`src/rtl/tmbc_pkg.sv`:
```
`default_nettype none
package tmbc_pkg;

  // Fixed point: 8 fraction bits on every position.
  localparam int FX_BITS = 8;
  localparam int POS_W   = 24;
  localparam int POS_MAX = (2 ** (POS_W - 1)) - 1;
  localparam int POS_MIN = -(2 ** (POS_W - 1));

  // Working widths, sized for the widest parameter ranges.
  localparam int ACC_W  = 28;
  localparam int DIST_W = 30;

  localparam int TILE_IDX_W = 7;
  localparam int CFG_AW     = 3;
  localparam int CFG_DW     = 32;
  localparam int CFG_REG_W  = 8;

  localparam int TILE_SIZE_DEF   = 64;
  localparam int BOX_SIZE_DEF    = 60;
  localparam int BOX_HALF_DEF    = 30;
  localparam int MAX_COLUMNS_DEF = 128;
  localparam int MAX_ROWS_DEF    = 128;

  localparam logic [CFG_REG_W-1:0] MAP_SIZE_RESET = 8'd128;

  localparam logic CMD_WRITE   = 1'b0;
  localparam logic CMD_RESOLVE = 1'b1;

  // Register select is paddr bit 2.
  localparam logic REG_MAP_COLUMNS = 1'b0;
  localparam logic REG_MAP_ROWS    = 1'b1;

  typedef logic signed [ACC_W-1:0]  acc_t;
  typedef logic signed [DIST_W-1:0] dist_t;

endpackage
`default_nettype wire

```
`src/rtl/tmbc_push.sv`:
```
`default_nettype none
module tmbc_push #(
  parameter int TILE_SIZE = 64,
  parameter int BOX_HALF  = 30,
  parameter int COL_W     = 7,
  parameter int ROW_W     = 7
) (
  input  logic                 clk,
  input  logic                 rst_n,
  input  logic                 start,
  input  logic [COL_W-1:0]     col,
  input  logic [ROW_W-1:0]     row,
  input  tmbc_pkg::acc_t       px_i,
  input  tmbc_pkg::acc_t       py_i,
  output logic                 done,
  output tmbc_pkg::acc_t       px_o,
  output tmbc_pkg::acc_t       py_o
);
  import tmbc_pkg::*;

  localparam int SH       = $clog2(TILE_SIZE) + FX_BITS;
  localparam int HALF_FX  = BOX_HALF * (2 ** FX_BITS);
  localparam int TILE_HFX = TILE_SIZE * (2 ** (FX_BITS - 1));
  localparam int MIN_DIST = HALF_FX + TILE_HFX;
  localparam int CTR_OFS  = HALF_FX - TILE_HFX;

  logic  v1_r, v2_r, done_r;
  dist_t dx_r, dy_r, xd_r, yd_r;
  logic  xneg_r, yneg_r;
  acc_t  px_r, py_r, px_o_r, py_o_r;
  logic  overlap, push_x;

  always_ff @(posedge clk) begin
    if (!rst_n) begin
      v1_r   <= 1'b0;
      v2_r   <= 1'b0;
      done_r <= 1'b0;
    end else begin
      v1_r   <= start;
      v2_r   <= v1_r;
      done_r <= v2_r;
    end
  end

  // Push along the shallower axis; a tie goes to y.
  assign overlap = (xd_r > dist_t'(0)) && (yd_r > dist_t'(0));
  assign push_x  = xd_r < yd_r;

  always_ff @(posedge clk) begin
    // Center distances from box center to tile center.
    if (start) begin
      px_r <= px_i;
      py_r <= py_i;
      dx_r <= dist_t'(px_i) + dist_t'(CTR_OFS) - (dist_t'(col) <<< SH);
      dy_r <= dist_t'(py_i) + dist_t'(CTR_OFS) - (dist_t'(row) <<< SH);
    end
    // Overlap depth on each axis.
    if (v1_r) begin
      xneg_r <= dx_r[DIST_W-1];
      yneg_r <= dy_r[DIST_W-1];
      xd_r   <= dx_r[DIST_W-1] ? dist_t'(MIN_DIST) + dx_r : dist_t'(MIN_DIST) - dx_r;
      yd_r   <= dy_r[DIST_W-1] ? dist_t'(MIN_DIST) + dy_r : dist_t'(MIN_DIST) - dy_r;
    end
    if (v2_r) begin
      if (overlap && push_x) begin
        px_o_r <= xneg_r ? acc_t'(dist_t'(px_r) - xd_r) : acc_t'(dist_t'(px_r) + xd_r);
      end else begin
        px_o_r <= px_r;
      end
      if (overlap && !push_x) begin
        py_o_r <= yneg_r ? acc_t'(dist_t'(py_r) - yd_r) : acc_t'(dist_t'(py_r) + yd_r);
      end else begin
        py_o_r <= py_r;
      end
    end
  end

  assign done = done_r;
  assign px_o = px_o_r;
  assign py_o = py_o_r;

endmodule
`default_nettype wire

```
`config.mk`:
```
export PLATFORM = sky130hd
export DESIGN_NAME = tmbc_push
export DESIGN_NICKNAME = d
export VERILOG_FILES = /design/src/rtl/tmbc_pkg.sv /design/src/rtl/tmbc_push.sv
export SDC_FILE = /design/constraint.sdc
export NUM_CORES = 1
export LEC_CHECK = 0
export BUFFER_PORTS_ARGS = -buffer_cell sky130_fd_sc_hd__buf_2
export CELL_PAD_IN_SITES_DETAIL_PLACEMENT = 1
export CELL_PAD_IN_SITES_GLOBAL_PLACEMENT = 2
export CORE_UTILIZATION = 40
export DETAILED_ROUTE_END_ITERATION = 10
export HOLD_SLACK_MARGIN = 0.1
export PLACE_DENSITY_LB_ADDON = 0.1
export SYNTH_ARGS = -nofsm -noshare
export SYNTH_HDL_FRONTEND = slang
export SYNTH_SLANG_ARGS = --single-unit
```
`constraint.sdc`:
```
create_clock -name clk -period 6.1 [get_ports clk]
set_clock_uncertainty 0.2 [all_clocks]
set_input_delay 0.915 -clock clk [delete_from_list [all_inputs] [get_ports clk]]
set_output_delay 0.915 -clock clk [all_outputs]
set_load 0.02 [all_outputs]
```
# Word-level counts from Yosys, hierarchy flattened
# Cells that the tools add are included.
# W data, S select, Z words.
# word_totals
register_bits,237
latchBits,0
ram_bits,0
romBits,0
inputBits,73
out_inout_bits,57
elab_cells,38
mem_count,0
# op_classes
n_addsub,12
n_mul,0
div,0
order_cmp,3
eq_ne,0
shift,0
muxes,6
bitwise_logic,0
reduce_logical,4
# ops
operator,count
$mux W28,4
$add A15 B30 Y30 const A,2
$gt A30 B1 Y1 const B,2
$mux W30,2
$sub A15 B30 Y30 const A,2
$sub A29 B22 Y30,2
$add A28 B10 Y29 const B,2
$add A28 B28 Y28,2
$sub A28 B28 Y28,2
$lt A30 B30 Y1,1
$logic_and A1 B1 Y1,3
$logic_not A1 Y1,1

# Longest topological paths before layout
# depth
ltp_word,4
mapped_depth,18
depth_no_buf,18

# Worst setup path before layout
# No wires, ideal clock.
# synth_timing
path_type,register -> register
from,register yd_r[4]
to,"register py_o_r[27] (netlist: py_o[27]), data pin"
t_arrival_ns,3.926
setup_slack_ns,1.703
path_stages_with_launch,16
synth_period_minus_slack_ns,4.397
path_cell_list,edfxtp_1 -> or4_4 -> nor4b_4 -> and2_0 -> clkbuf_1 -> a21oi_1 -> xnor2_1 -> ha_1 -> a21o_1 -> a21o_1 -> a21o_1 -> nand2_1 -> o21ai_0 -> a311oi_1 -> o31ai_1 -> or4_1
# synth_between
elab_chain_len,4
elab_cells_between_ends,9
classes_between,add/sub: 2; order compare: 2; mux: 2; reduce/logical: 3
# synth_lines
item,line,source
from (decl),tmbc_push.sv:28,"dist_t dx_r, dy_r, xd_r, yd_r;"
from (signal assigned),tmbc_push.sv:62,yd_r <= dy_r[DIST_W-1] ? dist_t'(MIN_DIST) + dy_r : dist_t'(MIN_DIST) - dy_r;
$gt A30 B1 Y1 or $lt A30 B30 Y1 (tied branches),"tmbc_push.sv:46, tmbc_push.sv:47",
$logic_and A1 B1 Y1 or $logic_not A1 Y1 (tied branches),"tmbc_push.sv:46, tmbc_push.sv:70",
$logic_and A1 B1 Y1,tmbc_push.sv:70,if (overlap && !push_x) begin
$mux W28 (*),tmbc_push.sv:70,
to (signal assigned),tmbc_push.sv:71,py_o_r <= yneg_r ? acc_t'(dist_t'(py_r) - yd_r) : acc_t'(dist_t'(py_r) + yd_r);
to (signal assigned),tmbc_push.sv:73,py_o_r <= py_r;
to (decl),tmbc_push.sv:30,"acc_t px_r, py_r, px_o_r, py_o_r;"
# Every way passes the cells marked *; elsewhere a longest branch is shown, timed or not.
# A chain may end at the register's enable or synchronous reset.

# Final worst setup path
# Same ends and word-level chain as after synthesis.

==> results.cfg <==
[timing]
slew_violations = 0
maxSlewHeadroom_pct = 39.5
tightest_slew_ns = 0.908
fin_setup_tns_ns = 0
fin_crit_ns = 5.00
fin_ws_ns = 1.10
rsz0062_at_grt = false
max_freq_mhz = 200
setup_viol = 0
post-route-period-util_pct = 82.0
finalHoldViolCount = 0

[die]
rows = 73
die_h_um = 203
die-area_sq_um = 41000
num_io_pins = 130
initial_core_util_pct = 40.5
core_region_area_sq_um = 39700
die_w_um = 203

[global_route]
overflow = 0
grt_util_all_layers_pct = 20.8
antenna_found_initial = 0
grt_pass1_vias = 12800
grt_pass1_wl_um = 68200
grt_max_degree = 63

[clocking]
cts_buffer_depth = 3
clk_latency_ns = 0.59
root_buffer = clkbuf_16
path_clk_slew_ns = 0.06
cts_resized = 0
clock_sinks = 233
postCtsSetupBuffers = 0
cts_max_level = 1
cts_tree = done
cts-buffers-inserted = 30
hold_buffers = 0

[logic_synthesis]
ys_ff_latch = 233
synthFlopType = edfxtp_1
syn_inst = 1605
syn_area_per_cell_sq_um = 10.0
synth_edf_count = 230
ys_seq_area_share_pct = 43.3
syn-cell-area_sq_um = 16100
syn_nets = 1819
ys_types = 72
ys_async_sr_fraction_pct = 0
yosys_warnings = 0

[routing]
first_iter_violations = 501
drc = 0
highest-signal-layer = met4
vias = 12400
drt_pass1_iterations = 5
ant_nets = 0
wl_met1_um = 19200
dr_wl_met2_um = 21100
avgViaCountPerCell = 5.39
wl_per_cell_um = 18.5
wl_met3_um = 1100
wirelength_um = 42400

[placement]
post-dp-hpwl_um = 32300
gp_congestion = 0.871
dp_slack_ns = 1.15
io_buffers = 129

[critical_path]
worst-endpoint-required_ns = 6.20
crit_path_start_kind = flip-flop
path_max_fanout = 6
end_kind = flip-flop
arrival_ns = 5.10
setup.worst_path.class = flip-flop to flip-flop

[final_layout]
n_antenna_cell = 0
multiInputGateArea_sq_um = 8470
regArea_sq_um = 6970
area_delta_synth_final_pct = 14.3
drive_above_1_share_pct = 13.2
final.fill_count = 4500
nets = 1961

[power_and_ir_drop]
powerDensity_nw_per_um2 = 315
leakagePower_nw = 7.44
irDropWorstVdd_uv = 219

[hold_path]
hold_class = flip-flop to flip-flop

[job]
cap_violations = 0

[outcome]
status = finished clean
[routing by layer]
layer | track usage [%] | vias to the layer above
met4 | 5.16 | 0
met3 | 2.50 | 56
met2 | 36.7 | 146
li1 | - | 6127
met1 | 26.9 | 6049
met5 | 0 | -
[Yosys cell counts, types with 7 or more instances]
cell	count	area share, %
a21oi_1	102	3.2
nor2b_1	13	0.51
clkbuf_1	24	0.56
nand3b_1	7	0.33
a211oi_1	11	0.51
mux2i_1	9	0.56
nand2_1	110	2.6
nor3_1	51	1.6
nand2b_1	19	0.74
or3_1	15	0.58
nor4_1	15	0.58
inv_1	144	3.4
ha_1	139	11
and2_1	10	0.39
xor2_1	62	3.4
o21ai_0	100	3.1
a31oi_1	32	1.2
edfxtp_1	230	43
nand3_1	29	0.90
xnor2_1	126	6.9
mux2_2	24	1.7
a21o_1	27	1.3
or4_1	11	0.51
and3_1	20	0.78
nand4_1	16	0.62
o21bai_1	13	0.61
nor2_1	122	2.8
o21a_1	23	1.1
[critical path, stage by stage, from the launching register on]
cell and delay (ns):
edfxtp_1 0.42, or4_4 0.62, nor4b_4 0.39, and2_0 0.42, a21oi_1 0.15, xnor2_1 0.21
ha_1 0.33, a21o_1 0.23, a21o_1 0.19, a21o_1 0.20, nand2_1 0.06, o21ai_0 0.11
a311oi_1 0.49, o31ai_1 0.14, or4_1 0.54
[cells in the final DEF (no fill, tap or decap), types with 27 or more instances in the layout]
cell,n
edfxtp_1,230
o21ai_0,100
nand3_1,29
buf_2,128
clkbuf_16,30
nor2_1,122
xnor2_1,126
a31oi_1,32
xor2_1,62
a21oi_1,102
ha_1,139
nor3_1,51
nand2_1,110
inv_1,144
a21o_1,27
[per-stage QoR]
stage | area [sq um] | hold slack [ns] | cells | util, % | total power (W)
after floorplan | 16100 | 0.224 | 1605 | - | 0.00344
after global placement | 17400 | 0.238 | 2240 | 43.7 | 0.00392
after detailed placement | 17400 | 0.254 | 2240 | 43.7 | 0.00396
after CTS | 18400 | 0.261 | 2295 | 46.3 | 0.00588
after global routing | 18400 | 0.277 | 2295 | 46.3 | 0.00613
final | 18400 | 0.272 | 2295 | 46.3 | 0.00580
[kinds of logic (layout without fill, tap and decap cells)]
| family | Yosys count | after routing | synth area share (%) |
|---|---|---|---|
| AOI/OAI and AO/OA | 370 | 370 | 14.4 |
| xor gates and xnor gates | 188 | 188 | 10.2 |
| adders and majority gates | 141 | 141 | 11.1 |
| buffers and inverters | 174 | 339 | 4.11 |
| DFF | 233 | 233 | 43.3 |
| muxes | 33 | 33 | 2.24 |
| and+or+nand+nor | 466 | 466 | 14.7 |
[where the power goes]
| part | switching (W) | leakage [nW] | internal [W] |
|---|---|---|---|
| Sequential | 0.000170 | 2.22 | 0.00201 |
| Clock | 0.000728 | 0.496 | 0.00115 |
| Combinational | 0.00101 | 4.73 | 0.000730 |
[state kept, by name, indices dropped and copies added, names as in the netlist]
name and flops:
dx_r 30, dy_r 30, xd_r 30, yd_r 30, px_o 28, py_o 28, px_r 26, py_r 26
done 1, v1_r 1, v2_r 1, xneg_r 1, yneg_r 1
[layout make-up]
| cell class | count | area share [%] |
|---|---|---|
| inverter | 144 | 2.94 |
| clock inverter | 18 | 1.37 |
| timing repair buffer | 140 | 3.97 |
| tap | 525 | 3.57 |
| sequential | 233 | 37.9 |
| multi-input combinational | 1198 | 46.0 |
| clock buffer | 37 | 4.22 |
[path summary, 6_finish.rpt]
path / from / to / slack (ns) / depth (start not counted)
max: yd_r[4]$_DFFE_PP_ / py_o[27]$_DFFE_PP_ / 1.10 / 14
min: v1_r$_SDFF_PN0_ / v2_r$_SDFF_PN0_ / 0.27 / 1
max reg2reg: yd_r[4]$_DFFE_PP_ / py_o[27]$_DFFE_PP_ / 1.10 / 14
min reg2reg: v1_r$_SDFF_PN0_ / v2_r$_SDFF_PN0_ / 0.27 / 1
No activity file was read; power rests on OpenSTA's default activity.
